### src/sv/spe_pkg.sv
// shared types and packet build function for the servo packet encoder
`default_nettype none

package spe_pkg;

  localparam int unsigned IdW    = 7;
  localparam int unsigned CmdW   = 5;
  localparam int unsigned ValW   = 28;
  localparam int unsigned ByteW  = 8;
  localparam int unsigned GrpW   = 7;
  localparam int unsigned NSlot  = 8;
  localparam int unsigned IdxW   = $clog2(NSlot);
  localparam int unsigned NGrp   = 4;

  localparam logic [ByteW-1:0] MarkBit = 8'h80;

  // packet image: byte slots in transmit order plus the slot of the checksum
  typedef struct packed {
    logic [NSlot-1:0][ByteW-1:0] bytes;
    logic [IdxW-1:0]             last_idx;
  } pkt_t;

  function automatic pkt_t build_pkt(input logic [IdW-1:0]  id,
                                     input logic [CmdW-1:0] fn,
                                     input logic [ValW-1:0] v);
    pkt_t                       p;
    logic [1:0]                 gm1;
    logic [ByteW-1:0]           sum;
    logic [NGrp-1:0][GrpW-1:0]  grp;
    grp[3] = v[27:21];
    grp[2] = v[20:14];
    grp[1] = v[13:7];
    grp[0] = v[6:0];
    // fewest 7-bit groups whose signed range holds the value
    if ((&v[27:6]) || !(|v[27:6])) begin
      gm1 = 2'd0;
    end else if ((&v[27:13]) || !(|v[27:13])) begin
      gm1 = 2'd1;
    end else if ((&v[27:20]) || !(|v[27:20])) begin
      gm1 = 2'd2;
    end else begin
      gm1 = 2'd3;
    end
    p.bytes    = '0;
    p.bytes[0] = {1'b0, id};
    p.bytes[1] = {1'b1, gm1, fn};
    sum        = p.bytes[0] + p.bytes[1];
    for (int k = 0; k < NGrp; k++) begin
      if (2'(k) <= gm1 && k < NGrp) begin
        p.bytes[IdxW'(k) + IdxW'(2)] = MarkBit | {1'b0, grp[2'(gm1 - 2'(k))]};
        sum = sum + p.bytes[IdxW'(k) + IdxW'(2)];
      end
    end
    p.last_idx          = IdxW'(3) + {1'b0, gm1};
    p.bytes[p.last_idx] = sum | MarkBit;
    return p;
  endfunction

endpackage

`default_nettype wire

### src/sv/spe_ifs.sv
// stream interfaces: command beats in, packet byte beats out
`default_nettype none

interface spe_cmd_if;
  logic               valid;
  logic               ready;
  logic [6:0]         drive_id;
  logic [4:0]         cmd;
  logic signed [27:0] value;

  modport source (output valid, drive_id, cmd, value, input ready);
  modport sink   (input valid, drive_id, cmd, value, output ready);
endinterface

interface spe_byte_if;
  logic       valid;
  logic       ready;
  logic [7:0] out_byte;
  logic       last;

  modport source (output valid, out_byte, last, input ready);
  modport sink   (input valid, out_byte, last, output ready);
endinterface

`default_nettype wire

### src/sv/spe_build.sv
// command input register and packet image builder
`default_nettype none

module spe_build import spe_pkg::*; (
  input  logic      clk,
  input  logic      rst_n,
  spe_cmd_if.sink   in_cmd,
  output pkt_t      pkt,
  output logic      pkt_valid,
  input  logic      pkt_take
);

  logic             valid_r;
  logic [IdW-1:0]   id_r;
  logic [CmdW-1:0]  cmd_r;
  logic [ValW-1:0]  value_r;
  logic             accept;

  assign in_cmd.ready = rst_n && (!valid_r || pkt_take);
  assign accept       = in_cmd.valid && in_cmd.ready;

  always_ff @(posedge clk) begin
    if (!rst_n) begin
      valid_r <= 1'b0;
    end else if (accept) begin
      valid_r <= 1'b1;
    end else if (pkt_take) begin
      valid_r <= 1'b0;
    end
  end

  always_ff @(posedge clk) begin
    if (accept) begin
      id_r    <= in_cmd.drive_id;
      cmd_r   <= in_cmd.cmd;
      value_r <= ValW'(in_cmd.value);
    end
  end

  assign pkt       = build_pkt(id_r, cmd_r, value_r);
  assign pkt_valid = valid_r;

endmodule

`default_nettype wire

### src/sv/spe_ser.sv
// packet buffer that sends one byte beat per cycle while out_pkt.ready is high
`default_nettype none

module spe_ser import spe_pkg::*; (
  input  logic       clk,
  input  logic       rst_n,
  input  pkt_t       pkt,
  input  logic       pkt_valid,
  output logic       pkt_take,
  spe_byte_if.source out_pkt
);

  pkt_t             buf_r;
  logic             busy_r;
  logic [IdxW-1:0]  idx_r;
  logic             at_last;
  logic             done;

  assign at_last  = (idx_r == buf_r.last_idx);
  assign done     = busy_r && out_pkt.ready && at_last;
  // next packet loads as the checksum beat leaves, so packets run without gaps
  assign pkt_take = pkt_valid && (!busy_r || done);

  always_ff @(posedge clk) begin
    if (!rst_n) begin
      busy_r <= 1'b0;
      idx_r  <= '0;
    end else if (pkt_take) begin
      busy_r <= 1'b1;
      idx_r  <= '0;
    end else if (done) begin
      busy_r <= 1'b0;
    end else if (busy_r && out_pkt.ready) begin
      idx_r <= idx_r + IdxW'(1);
    end
  end

  always_ff @(posedge clk) begin
    if (pkt_take) begin
      buf_r <= pkt;
    end
  end

  assign out_pkt.valid    = busy_r;
  assign out_pkt.out_byte = buf_r.bytes[idx_r];
  assign out_pkt.last     = at_last;

endmodule

`default_nettype wire

### src/sv/servo_packet_encoder_top.sv
// Servo packet encoder: each command beat (drive id, function code, signed
// 28-bit value) becomes a packet of 4 to 7 bytes: start byte, length/function
// byte, 1 to 4 data groups and a checksum byte flagged by last. Bytes leave
// one per cycle from the byte serializer while the output is ready. A command
// is held in the input register while the previous packet is sent, and its
// first byte follows the previous checksum byte in the next cycle; with the
// serializer idle the command passes through the input register and then the
// packet buffer before its first byte is valid.
`default_nettype none

module servo_packet_encoder_top import spe_pkg::*; (
  input  logic       clk,
  input  logic       rst_n,
  spe_cmd_if.sink    in_cmd,
  spe_byte_if.source out_pkt
);

  pkt_t pkt;
  logic pkt_valid;
  logic pkt_take;

  spe_build u_build (
    .clk       (clk),
    .rst_n     (rst_n),
    .in_cmd    (in_cmd),
    .pkt       (pkt),
    .pkt_valid (pkt_valid),
    .pkt_take  (pkt_take)
  );

  spe_ser u_ser (
    .clk       (clk),
    .rst_n     (rst_n),
    .pkt       (pkt),
    .pkt_valid (pkt_valid),
    .pkt_take  (pkt_take),
    .out_pkt   (out_pkt)
  );

endmodule

`default_nettype wire

### src/flat_wrapper.sv
// flat-port wrapper written by rule: the top's interface ports become plain ports
module servo_packet_encoder_top_flat import spe_pkg::*;
  (clk, rst_n, in_cmd_valid, in_cmd_drive_id, in_cmd_cmd, in_cmd_value, in_cmd_ready, out_pkt_valid, out_pkt_out_byte, out_pkt_last, out_pkt_ready);
  spe_cmd_if in_cmd_i ();
  spe_byte_if out_pkt_i ();
  input  logic clk;
  input  logic rst_n;
  input wire logic [$bits(in_cmd_i.valid)-1:0] in_cmd_valid;
  input wire logic [$bits(in_cmd_i.drive_id)-1:0] in_cmd_drive_id;
  input wire logic [$bits(in_cmd_i.cmd)-1:0] in_cmd_cmd;
  input wire logic [$bits(in_cmd_i.value)-1:0] in_cmd_value;
  output wire logic [$bits(in_cmd_i.ready)-1:0] in_cmd_ready;
  output wire logic [$bits(out_pkt_i.valid)-1:0] out_pkt_valid;
  output wire logic [$bits(out_pkt_i.out_byte)-1:0] out_pkt_out_byte;
  output wire logic [$bits(out_pkt_i.last)-1:0] out_pkt_last;
  input wire logic [$bits(out_pkt_i.ready)-1:0] out_pkt_ready;
  assign in_cmd_i.valid = in_cmd_valid;
  assign in_cmd_i.drive_id = in_cmd_drive_id;
  assign in_cmd_i.cmd = in_cmd_cmd;
  assign in_cmd_i.value = in_cmd_value;
  assign in_cmd_ready = in_cmd_i.ready;
  assign out_pkt_valid = out_pkt_i.valid;
  assign out_pkt_out_byte = out_pkt_i.out_byte;
  assign out_pkt_last = out_pkt_i.last;
  assign out_pkt_i.ready = out_pkt_ready;
  servo_packet_encoder_top u_core (.clk(clk), .rst_n(rst_n), .in_cmd(in_cmd_i), .out_pkt(out_pkt_i));
endmodule
### config.mk
export PLATFORM = sky130hd
export DESIGN_NAME = servo_packet_encoder_top_flat
export DESIGN_NICKNAME = d
export VERILOG_FILES = /design/src/sv/spe_pkg.sv /design/src/sv/spe_ifs.sv /design/src/sv/spe_build.sv /design/src/sv/spe_ser.sv /design/src/sv/servo_packet_encoder_top.sv /design/src/flat_wrapper.sv
export SDC_FILE = /design/constraint.sdc
export NUM_CORES = 1
export LEC_CHECK = 0
export BUFFER_PORTS_ARGS = -buffer_cell sky130_fd_sc_hd__buf_2
export CAP_MARGIN = 20
export CORE_MARGIN = 2
export CORE_UTILIZATION = 54
export DETAILED_ROUTE_END_ITERATION = 10
export PLACE_DENSITY = 0.78
export SETUP_SLACK_MARGIN = 0.1
export SYNTH_ARGS = -nofsm -noshare
export SYNTH_HDL_FRONTEND = slang
export SYNTH_SLANG_ARGS = --single-unit
export TNS_END_PERCENT = 1
### constraint.sdc
create_clock -name clk -period 4.9 [get_ports clk]
set_input_delay 0.98 -clock clk [delete_from_list [all_inputs] [get_ports clk]]
set_output_delay 0.98 -clock clk [all_outputs]
set_load 0.1 [all_outputs]
**After elaboration in Yosys (flattened, before gate mapping)**

Cells that the tools add are included.

- $lt $le $gt $ge: 9
- Equality and inequality tests: 1
- Reductions and logical operators: 26
- $add $sub $neg: 6
- Mux-type cells: 22
- Bitwise operators: 2

Operators with widths:

| kind | count |
|---|---|
| $bwmux W64 | 1 |
| $mux W7 | 6 |
| $mux W8 | 4 |
| $bmux W7 S2 | 2 |
| $bmux W8 S3 | 1 |
| $demux W8 S3 | 1 |
| $reduce_and A22 Y1 | 1 |
| $reduce_or A22 Y1 | 1 |
| $add A7 B7 Y7 | 3 |
| $reduce_and A15 Y1 | 1 |
| $reduce_or A15 Y1 | 1 |
| $lt A3 B4 Y1 const B | 2 |
| $reduce_and A8 Y1 | 1 |
| $reduce_or A8 Y1 | 1 |
| $logic_and A1 B1 Y1 | 6 |
| $lt A2 B3 Y1 const B | 2 |
| $logic_not A1 Y1 | 5 |
| $logic_or A1 B1 Y1 | 5 |
| $mux W1 | 5 |
| $le A1 B2 Y1 const A | 2 |
| $le A2 B2 Y1 const A | 2 |
| $mux W2 | 2 |
| $reduce_bool A2 Y1 | 2 |
| $add A2 B2 Y3 const A | 1 |
| 7 further kinds | 8 |

- Logic and storage cells: 81
- Bits of input ports: 44
- Output and inout port bits: 11
- Register bits: 112

**Logic depth before layout (Yosys ltp)**

Gate-level depths: netlist of run 1.

- Depth in word-level cells: 15
- Depth in mapped cells: 18
- Gate-level depth less buffers: 17

**By module**

From an unflattened synthesis of run 1, not the netlist that was laid out.

- Cells, all modules: 430
- Area, all modules: 5978.2 um2

Modules (own cells, without submodules):

| module | area each (um2) | seq. area each (um2) | cells an instance | times used |
|---|---|---|---|---|
| spe_build | 3174.3 | 1221.2 | 305 | 1 |
| spe_ser | 2803.9 | 2092.0 | 125 | 1 |

**Least setup slack after synthesis of run 1**

No wires, ideal clock.

- Path type: reg2reg
- Start point: register u_core.u_ser.idx_r[0]
- End point: register u_core.u_ser.idx_r[0]
- Setup time: 118 ps
- Data arrival time: 7144 ps
- Path buffers: 1
- Period minus slack after synthesis: 7262 ps
- Data required time: 4782 ps
- Slack: -2362 ps
- Stages on the path, launching flop included: 8
- Cell sequence: dfxtp_1 -> clkbuf_1 -> xor2_1 -> nor3_1 -> a21boi_0 -> nor2b_1 -> nand2b_1 -> nor2_1

- Word-level cells in the longest chain between the ends: 5
- Elaborated cells on any way between the ends: 8
- Classes of those cells: add/sub (1); eq/ne (1); bitwise (1); reduce/logical (5)

Ends and longest elaborated chain:

| what | line | source |
|---|---|---|
| start, declared | spe_ser.sv:15 | `logic [IdxW-1:0] idx_r;` |
| start signal, assigned | spe_ser.sv:34 | `idx_r <= idx_r + IdxW'(1);` |
| $eq A3 B3 Y1 | spe_ser.sv:19 | `assign at_last = (idx_r == buf_r.last_idx);` |
| named net out_pkt_last | flat_wrapper.sv:15 | `output wire logic [$bits(out_pkt_i.last)-1:0] out_pkt_last;` |
| $logic_and A1 B1 Y1 | spe_ser.sv:20 | `assign done = busy_r && out_pkt.ready && at_last;` |
| $logic_or A1 B1 Y1 | spe_ser.sv:22 | `assign pkt_take = pkt_valid && (!busy_r \|\| done);` |
| $logic_and A1 B1 Y1 | spe_ser.sv:22 |  |
| named net u_core.pkt_take | servo_packet_encoder_top.sv:20 | `logic pkt_take;` |
| $reduce_or A2 Y1 (no line) | n/a |  |

The timed path passes the listed nets, and every way through them passes these cells.
A chain may end at the register's enable or synchronous reset.

==> impl_metrics.yaml, run 1 <==
status:
  status: "finished clean"
worst_setup_path:
  cp-end-kind: "flip-flop"
  cp_data_required_time_ns: 5.13
  rr_worst_depth: 16
  cp_max_fo: 7
  crit_chain: "or4_4 > nor4_4 > a22oi_2 > a211oi_2 > a21oi_2 > ha_2 > fa_2 > xor2_2 > ha_1 > nor2b_2 > o21ai_1 > or2b_4 > a31oi_4 > a31oi_2 > or4_4 > a41oi_2"
  critical_path_buf_inv_count: 0
  critPathTopFamily: "simple AND/OR/NAND/NOR gates"
  critical_path.startpoint_type: "flip-flop"
  slowest_delay_ns: 0.57
  worstSetupPathType: "flip-flop to flip-flop"
  cp_common_cell: "or4_4"
  cp.arrival_ns: 4.99
  critPathSlowestCell: "or4_4"
  cp.depth: 16
floorplanning:
  start_util_pct: 55.8
  row_count: 37
  fp.dieArea_um2: 11500
  core_um2: 10300
  fp.dieH_um: 107
  die_w_um: 107
  io_pins: 55
cells_and_area:
  fin_nets: 588
  num_antenna_cells: 0
  syn_to_final_growth_pct: 18.5
  fill_cells: 764
  drive_above_1_share_pct: 34.4
  final_cells: 659
  final_common_cell: "edfxtp_1"
  final_cell_mix: "105 x edfxtp_1, 54 x buf_2, 34 x nand2_1"
cts:
  clockBufferDepth: 2
  cts.sinks: 110
  cts_tree: "done"
  clk_pin_slew_ns: 0.10
  hold_buffers: 0
  cts_buffers: 9
  insertion_delay_ns: 0.39
  htree_levels: 3
  cts_root_buf: "clkbuf_8"
placed_design:
  portBuffers: 54
  place_inst: 625
  gp_congestion: 0.903
  hpwlAfterDp_mm: 8.27
routing:
  drt_pass1_iterations: 6
  drc: 0
  drt_iter0_markers: 164
  vias_per_cell: 5.80
  totalWireLength_mm: 11.8
  antenna_left: 0
  via_count: 3825
  wl_per_cell_um: 17.9
pwr:
  ir_drop_v: 0.000156
  p_leak_uw: 0.00259
  p_per_area_nw_per_um2: 327
synthesis:
  avgSynthCellArea_um2: 13.4
  async_flop_share_pct: 0
  synth_warnings: 0
  synth_cell_types: 60
  synth_edf_count: 105
  synth_cells: 430
  syn-cell-area_um2: 5760
  synthFlopType: "edfxtp_1"
  syn-num-nets: 500
  seq_area_frac_synth_pct: 56.5
  ys_ff_latch: 110
worst_hold_path:
  hold_class: "flip-flop to flip-flop"
  worstHoldPathCells: 1
timing:
  fmax_ghz: 0.210
  period_needed_ns: 4.76
  hold_viol_final: 0
  fin_skew_ns: 0.0127
  rsz0062_at_grt: "yes"
  setup_viol: 0
  drv_slew: 0
  tightest_slew_ns: 0.942
  tns_ns: 0
  slew-limit-headroom_pct: 37.2
  period_share_pct: 97.1
global_routing:
  antenna_found_initial: 0
  grt_pass1_vias: 3708
  grt_pass1_wl_mm: 18.7
  grt-ovfl-total: 0
  grt_max_degree: 67
  grtUsageTotal_pct: 21.4
job:
  cap_violations: 0
## flip-flops by register name, indices dropped and copies added (netlist names)
name and flops:
u_core.u_build.cmd_r 5, u_core.u_build.value_r 28, u_core.u_build.id_r 7, u_core.u_ser.out_pkt.valid 1, u_core.u_ser.idx_r 3, u_core.u_ser.buf_r 65, u_core.u_build.pkt_valid 1
## Yosys cell counts (2+ instances only)
cell / number / share of area [%]
a211oi_1: 6 / 0.78
a21boi_0: 2 / 0.26
a21boi_1: 2 / 0.26
a21o_1: 4 / 0.52
a21oi_1: 25 / 2.2
a31oi_1: 4 / 0.43
and2_1: 7 / 0.76
and2_2: 2 / 0.26
and4_2: 3 / 0.52
and4_4: 3 / 0.59
clkbuf_1: 8 / 0.52
dfxtp_1: 5 / 1.7
edfxtp_1: 105 / 55
fa_1: 3 / 1.0
ha_1: 23 / 5.0
inv_1: 17 / 1.1
mux2_2: 8 / 1.6
mux2i_1: 8 / 1.4
mux4_2: 19 / 7.4
nand2_1: 34 / 2.2
nand2b_1: 4 / 0.43
nand3_1: 3 / 0.26
nand4_1: 3 / 0.33
nor2_1: 31 / 2.0
nor2b_1: 16 / 1.7
nor3_1: 5 / 0.43
nor4_1: 3 / 0.33
o211ai_1: 2 / 0.26
o21a_1: 4 / 0.52
o21ai_0: 19 / 1.7
o21bai_1: 4 / 0.52
o31a_1: 2 / 0.30
or4_4: 2 / 0.39
xnor2_1: 13 / 2.0
xor2_1: 6 / 0.91
## power breakdown
group | switching (µW) | total, µW | internal, µW
sequential | 20.1 | 1100 | 1080
combinational | 276 | 465 | 189
clock | 318 | 663 | 346
total | 614 | 2230 | 1620
## cell type report
class                   count  area, µm²  share of cell area (%)
flip-flops and latches    110       3250                    47.7
multi-input cells         291       2540                    37.3
repair buffers             88        533                    7.81
well taps                 136        170                    2.49
clock inverters             7        125                    1.83
clock buffers               9        124                    1.82
inverters                  18       71.3                    1.05
## through the flow
step / utilization (%) / cell area, µm² / total power (µW) / setup slack, ns / hold WS (ns)
finish: 66.1 / 6820 / 2230 / 0.141 / 0.562
global route: 66.1 / 6820 / 2310 / -0.0100 / 0.579
CTS: 63.8 / 6580 / 2190 / 0.102 / 0.561
detailed placement: 60.8 / 6280 / 1540 / 0.0397 / 0.532
global placement: 60.8 / 6280 / 1520 / 0.227 / 0.492
floorplan: - / 5770 / 1430 / 0.234 / 0.485
## timing repair
item	CTS	global route
endpoints found under the hold margin	0	0
setup endpoints to repair	7	7
gates cloned	0	0
pin swaps	0	13
setup buffers	4	14
resized for setup	4	28
## per-layer routing
| layer | vias up | global-route usage, % | share of wire [%] |
|---|---|---|---|
| li1 | 1807 | - | - |
| met1 | 1868 | 28.3 | 43 |
| met2 | 126 | 36.6 | 50 |
| met3 | 24 | 2.72 | 5.2 |
| met4 | 0 | 7.61 | 1.9 |
| met5 | - | 0 | 0 |
## kinds of logic after synthesis
group                      synth area share [%]
and+or+nand+nor                            11.5
DFF                                        56.5
AOI/OAI and AO/OA                          10.1
muxes                                      10.8
buffers and inverters                      2.04
adders and majority gates                  6.04
xor gates and xnor gates                   2.89
other                                    0.0651
## path summary, 6_finish.rpt
path	to	startpoint	slack, ns
worst max register to register	u_core.u_ser.buf_r[25]$_DFFE_PP_	u_core.u_build.value_r[12]$_DFFE_PP_	0.14
worst max-delay path	u_core.u_ser.buf_r[25]$_DFFE_PP_	u_core.u_build.value_r[12]$_DFFE_PP_	0.14
worst min-delay path	u_core.u_ser.out_pkt.valid$_SDFFE_PN0P_	u_core.u_build.pkt_valid$_SDFFE_PN0P_	0.56
worst min register to register	u_core.u_ser.out_pkt.valid$_SDFFE_PN0P_	u_core.u_build.pkt_valid$_SDFFE_PN0P_	0.56
No activity file was read; power rests on OpenSTA's default activity.
==> inputs of run 2 (changes only) <==
Settings changed: ABC_AREA from default to 1, GPL_TIMING_DRIVEN from default to 0, PLACE_DENSITY 0.78 to 0.77.
==> run 2 against run 1 <==
  * Highest routed layer unchanged
  * First-iteration DRC count rose by 120%
  * Sequential share of layout area fell by 0.13 points
  * Via count rose by 27%
  * Synthesized area rose by 5.0%
  * Count of clock-buffer cells in the layout did not move
  * Critical endpoint is now u_core.u_ser.buf_r[9]$_DFFE_PP_
  * Synthesized cell count rose by 57%
==> impl_metrics.yaml, run 2 <==
synthesis:
  synthFlopType: "edfxtp_1"
  synth_area_leaders: "edfxtp_1 52%, nand2_1 8.4%, nor2_1 7.3%, o21ai_0 4.8%, ha_1 4.8%"
  async_flop_share_pct: 0
  synthAdderAreaFrac_pct: 5.75
  synth-xor-area-share_pct: 1.88
  yosysMostFrequentCell: "nand2_1"
  yosysTopAreaCell: "edfxtp_1"
  synth_warnings: 0
  synth_common_cells: "135 x nand2_1, 117 x nor2_1, 105 x edfxtp_1"
  synth_compound_area_share_pct: 10.6
  syn-cell-area_um2: 6050
  synth_cells: 674
  ys_ff_latch: 110
  synth_top_area_share_pct: 52.1
  avgSynthCellArea_um2: 8.97
  syn-num-nets: 744
  seq_area_frac_synth_pct: 53.8
  synth_edf_count: 105
  synthSimpleGateAreaFrac_pct: 21.6
  synth_top_family_by_area: "simple AND/OR/NAND/NOR gates"
  synth_mux_area_share_pct: 0
  synth_cell_types: 37
cells_and_area:
  largest_reg_flops: 65
  reg_top3: "u_core.u_ser.buf_r x65, u_core.u_build.value_r x28, u_core.u_build.id_r x7"
  fill_cells: 923
  final_common_cell: "nand2_1"
  num_antenna_cells: 0
  drive_above_1_share_pct: 15.8
  syn_to_final_growth_pct: 13.1
  design_area_um2: 6840
  largest_register: "u_core.u_ser.buf_r"
  fin_nets: 818
  final_cell_mix: "135 x nand2_1, 113 x nor2_1, 105 x edfxtp_1"
pwr:
  p_leak_uw: 0.00288
  p_per_area_nw_per_um2: 309
  ir_drop_v: 0.000159
floorplanning:
  io_pins: 55
  start_util_pct: 55.5
  fp.dieArea_um2: 12100
  fp.dieH_um: 110
  core_um2: 10900
  row_count: 38
  die_w_um: 110
timing:
  slew-limit-headroom_pct: 55.3
  rsz0062_at_grt: "no"
  fin_hold_ws_ns: 0.484
  tightest_slew_ns: 0.669
  period_share_pct: 91.5
  fmax_ghz: 0.223
  hold_viol_final: 0
  period_needed_ns: 4.48
  drv_slew: 0
  setup_viol: 0
  fin_skew_ns: 0.0190
placed_design:
  hpwlAfterDp_mm: 10.4
  portBuffers: 54
  gp_congestion: 0.968
  dpl_cell_area_um2: 6540
worst_hold_path:
  hold_class: "flip-flop to flip-flop"
  worstHoldPathCells: 2
  hold_end: "u_core.u_ser.out_pkt.valid$_SDFFE_PN0P_"
  hp-start: "u_core.u_build.pkt_valid$_SDFFE_PN0P_"
routing:
  wl_per_cell_um: 15.3
  drt_pass1_iterations: 5
  vias_per_cell: 5.45
  antenna_left: 0
  via_count: 4863
  drt_iter0_markers: 355
  drc: 0
  totalWireLength_mm: 13.7
job:
  cap_violations: 0
worst_setup_path:
  cp_max_fo: 13
  r2r_end: "u_core.u_ser.buf_r[9]$_DFFE_PP_"
  slowest_delay_ns: 0.49
  reg2reg_from: "u_core.u_build.value_r[17]$_DFFE_PP_"
  cp_data_required_time_ns: 5.04
  worstSetupPathType: "flip-flop to flip-flop"
  cp.arrival_ns: 4.62
  cp-end-kind: "flip-flop"
  rr_worst_depth: 29
  ff2ff_setup_slack_ns: 0.42
  critical_path.startpoint_type: "flip-flop"
  critPathSlowestCell: "edfxtp_1"
cts:
  cts_root_buf: "clkbuf_8"
  cts_buffers: 9
  htree_levels: 3
  cts_tree: "done"
  clk_pin_slew_ns: 0.11
  hold_buffers: 0
  insertion_delay_ns: 0.38
  cts.sinks: 110
  clockBufferDepth: 2
global_routing:
  grt_pass1_wl_mm: 21.9
  grt_max_degree: 40
  grt-ovfl-total: 0
  grtUsageTotal_pct: 24.3
  antenna_found_initial: 0
  grt_pass1_vias: 4579
status:
  status: "finished clean"
-- run 2: through the flow --
stage	power, µW	TNS [ns]	worst slack [ns]	utilization (%)	std cells
finish	2110	0	0.418	62.8	893
global route	2210	0	0.0806	62.8	893
CTS	2090	0	0.126	61.9	887
detailed placement	1570	-2.02	-0.351	60.1	870
global placement	1550	-1.47	-0.272	59.6	868
floorplan	1440	0	0.665	-	674
-- run 2: layout make-up --
class                           instances  area [µm²]  share of cell area, %
Sequential cell                       110        3250                   47.6
Buffer                                 21         113                   1.65
Inverter                               77         294                   4.30
Clock buffer                            9         124                   1.81
Clock inverter                          7        61.3                  0.896
Tap cell                              140         175                   2.56
Timing Repair Buffer                   63         375                   5.49
Multi-Input combinational cell        466        2440                   35.7
-- run 2: worst max path at each step --
stage / from / to / slack (ns) / cells after the start
final: u_core.u_build.value_r[17]$_DFFE_PP_ / u_core.u_ser.buf_r[9]$_DFFE_PP_ / 0.42 / 29
after global routing: u_core.u_build.value_r[27]$_DFFE_PP_ / u_core.u_ser.buf_r[17]$_DFFE_PP_ / 0.08 / 33
after CTS: u_core.u_build.value_r[27]$_DFFE_PP_ / u_core.u_ser.buf_r[9]$_DFFE_PP_ / 0.13 / 28
after detailed placement: u_core.u_build.value_r[27]$_DFFE_PP_ / u_core.u_ser.buf_r[9]$_DFFE_PP_ / -0.35 / 27
after global placement: u_core.u_build.value_r[27]$_DFFE_PP_ / u_core.u_ser.buf_r[9]$_DFFE_PP_ / -0.27 / 29
after floorplan: u_core.u_build.value_r[23]$_DFFE_PP_ / u_core.u_ser.buf_r[25]$_DFFE_PP_ / 0.67 / 27
-- run 2: repair_timing --
item | in CTS | in global routing
setup buffers | 1 | 6
hold endpoints to repair | 0 | 0
setup endpoints to repair | 24 | 21
resized for setup | 5 | 16
pin swaps | 0 | 6
-- run 2: kinds of logic after synthesis --
| family | count (synthesis) |
|---|---|
| AOI/OAI and AO/OA | 118 |
| buffers and inverters | 98 |
| other | 1 |
| and+or+nand+nor | 308 |
| adders and majority gates | 26 |
| DFF | 110 |
| xor gates and xnor gates | 13 |
-- run 2: routing by layer --
layer / track usage, % / vias up / share of wire, %
met1: 30.5 / 2253 / 42
met3: 4.39 / 16 / 5.7
met4: 8.05 / 0 / 1.6
met5: 0 / - / 0
met2: 42.2 / 189 / 50
li1: - / 2405 / -
-- run 2: critical path: cells and delay by family (launching register included) --
family	cells	cell delay, ns
fa+ha+maj	3	0.85
simple gates	15	1.38
flops	1	0.49
compound gates	3	0.57
buf+inv	8	0.94
-- run 2: report_power, final --
group,leakage [µW],internal [µW],switching (µW)
clock,0.0000892,196,333
sequential,0.00104,1080,20.8
combinational,0.00175,154,328
==> inputs of run 3 (changes only) <==
Settings changed: BUFFER_PORTS_ARGS -buffer_cell sky130_fd_sc_hd__buf_2 to default, CORE_UTILIZATION 54 to 58, DONT_BUFFER_PORTS from default to 1.
==> run 3 against run 2 <==
  * Combinational power rose by 4.4%
  * Maximum frequency up 2.3%
  * Sequential power about the same
  * Non-clock buffer count fell by 41
  * Via count down 2.8%
  * Routed wire length rose by 2.7%
  * Clock skew is 0.00086 ns lower
  * Die area is 6.7% lower
  * Global-route usage up 1.4 points
  * Worst setup slack improved by 0.10 ns
  * Highest routed layer unchanged
==> impl_metrics.yaml, run 3 (synthesized netlist as in run 2, its figures left out) <==
timing:
  tightest_slew_ns: 1.06
  hold_viol_final: 0
  period_needed_ns: 4.38
  setup_viol: 0
  rsz0062_at_grt: "no"
  fin_ws_ns: 0.520
  fin_skew_ns: 0.0181
  period_share_pct: 89.4
  fmax_ghz: 0.228
  drv_slew: 0
  slew-limit-headroom_pct: 29.2
worst_setup_path:
  cp_max_fo: 10
  cp_data_required_time_ns: 5.04
  critical_path.startpoint_type: "flip-flop"
  critPathSlowestCell: "edfxtp_1"
  worstSetupPathType: "flip-flop to flip-flop"
  slowest_delay_ns: 0.45
  cp.arrival_ns: 4.52
  cp-end-kind: "flip-flop"
  cp_common_cell: "nor2_1"
cells_and_area:
  drive_above_1_share_pct: 12.8
  num_antenna_cells: 0
  final_core_util_pct: 67.1
  reg_top3: "u_core.u_ser.buf_r x65, u_core.u_build.value_r x28, u_core.u_build.id_r x7"
  fill_cells: 765
  final_cell_mix: "133 x nand2_1, 112 x nor2_1, 105 x edfxtp_1"
  largest_register: "u_core.u_ser.buf_r"
  final_common_cell: "nand2_1"
  syn_to_final_growth_pct: 13.5
  fin_nets: 777
  largest_reg_flops: 65
cts:
  hold_buffers: 0
  cts_buffers: 9
  cts.sinks: 110
  insertion_delay_ns: 0.38
  htree_levels: 3
  clk_pin_slew_ns: 0.10
  cts_root_buf: "clkbuf_8"
  clockBufferDepth: 2
  cts_tree: "done"
routing:
  drt_iter0_markers: 305
  drc: 0
  antenna_left: 0
  via_count: 4727
  drt_pass1_iterations: 5
  vias_per_cell: 5.57
  totalWireLength_mm: 14.1
  wl_per_cell_um: 16.6
floorplanning:
  start_util_pct: 59.1
  core_um2: 10200
  io_pins: 55
  fp.dieArea_um2: 11300
  row_count: 37
  die_w_um: 106
  fp.dieH_um: 106
placed_design:
  gp_congestion: 0.900
  hpwlAfterDp_mm: 10.8
  portBuffers: 0
  post-place-ws_ns: -0.427
job:
  cap_violations: 0
worst_hold_path:
  hold_class: "flip-flop to flip-flop"
global_routing:
  grt_pass1_wl_mm: 21.9
  grt_max_degree: 40
  antenna_found_initial: 0
  grt_pass1_vias: 4336
  grt-ovfl-total: 0
  grtUsageTotal_pct: 25.7
pwr:
  internal_power_uw: 1450
  ir_drop_v: 0.000156
  p_sw_share_pct: 31.7
  p_per_area_nw_per_um2: 309
  p_comb_share_pct: 23.7
  switchingPower_uw: 672
  p_seq_share_pct: 52.3
  pwr-share-clk_pct: 24.0
  p_leak_uw: 0.00278
status:
  status: "finished clean"
run 3: changes by cell type in the layout (fill, tap and decap cells not counted), sizes merged:
cell / previous run / this run
clkbuf: 25 / 24
buf: 68 / 28
inv: 80 / 76
clkinv: 2 / 7
clkinvlp: 2 / 1
run 3: area by class of cell:
cell class	instances	area [µm²]	share of cell area [%]
multi-input combinational	466	2520	36.7
tap	136	170	2.48
clock buffer	9	124	1.80
buffer	21	120	1.75
sequential	110	3250	47.4
timing repair buffer	22	318	4.63
clock inverter	7	57.6	0.838
inverter	77	299	4.36
run 3: timing repair:
action	CTS	global route
resized for setup	5	27
setup buffers	1	12
endpoints found under the setup margin	26	20
pin swaps	0	9
run 3: power groups by stage:
stage | sequential [µW] | clock, µW | combinational (µW)
5_1_grt | 1110 | 553 | 557
2_1_floorplan | 1120 | 0 | 320
3_3_place_gp | 1130 | 0 | 396
3_5_place_dp | 1130 | 0 | 446
4_1_cts | 1110 | 521 | 449
6_report | 1110 | 510 | 503
run 3: path summary, 6_finish.rpt:
check                                                           start  cells after the start  slack (ns)                                      end
worst max-delay path             u_core.u_build.value_r[27]$_DFFE_PP_                     32        0.52         u_core.u_ser.buf_r[17]$_DFFE_PP_
worst min-delay path            u_core.u_build.pkt_valid$_SDFFE_PN0P_                      2        0.47  u_core.u_ser.out_pkt.valid$_SDFFE_PN0P_
worst max register to register   u_core.u_build.value_r[27]$_DFFE_PP_                     32        0.52         u_core.u_ser.buf_r[17]$_DFFE_PP_
worst min register to register  u_core.u_build.pkt_valid$_SDFFE_PN0P_                      2        0.47  u_core.u_ser.out_pkt.valid$_SDFFE_PN0P_
run 3: metal layers:
metal | GRT usage (%) | share of wire (%) | wire [µm] | up-vias
met1 | 33.8 | 42 | 5850 | 2190
met2 | 42.7 | 50 | 7030 | 181
met3 | 4.11 | 5.6 | 789 | 28
li1 | - | - | - | 2328
met5 | 0 | 0 | 0 | -
met4 | 10.1 | 2.8 | 390 | 0
run 3: critical path, delay by kind of cell, from the launching register on:
kind / cells / cell delay (ns)
flops: 1 / 0.45
compound gates: 4 / 0.56
buf+inv: 7 / 0.67
xor+xnor: 1 / 0.15
fa+ha+maj: 2 / 0.55
simple gates: 18 / 1.72
run 3: stage by stage:
step	cell area [µm²]	std cells	TNS, ns	power [µW]	hold slack [ns]
global route	6860	848	0	2220	0.500
finish	6860	848	0	2120	0.472
floorplan	6050	674	0	1440	0.447
detailed placement	6490	819	-3.51	1580	0.460
global placement	6220	810	-3.84	1530	0.451
CTS	6690	836	0	2080	0.476
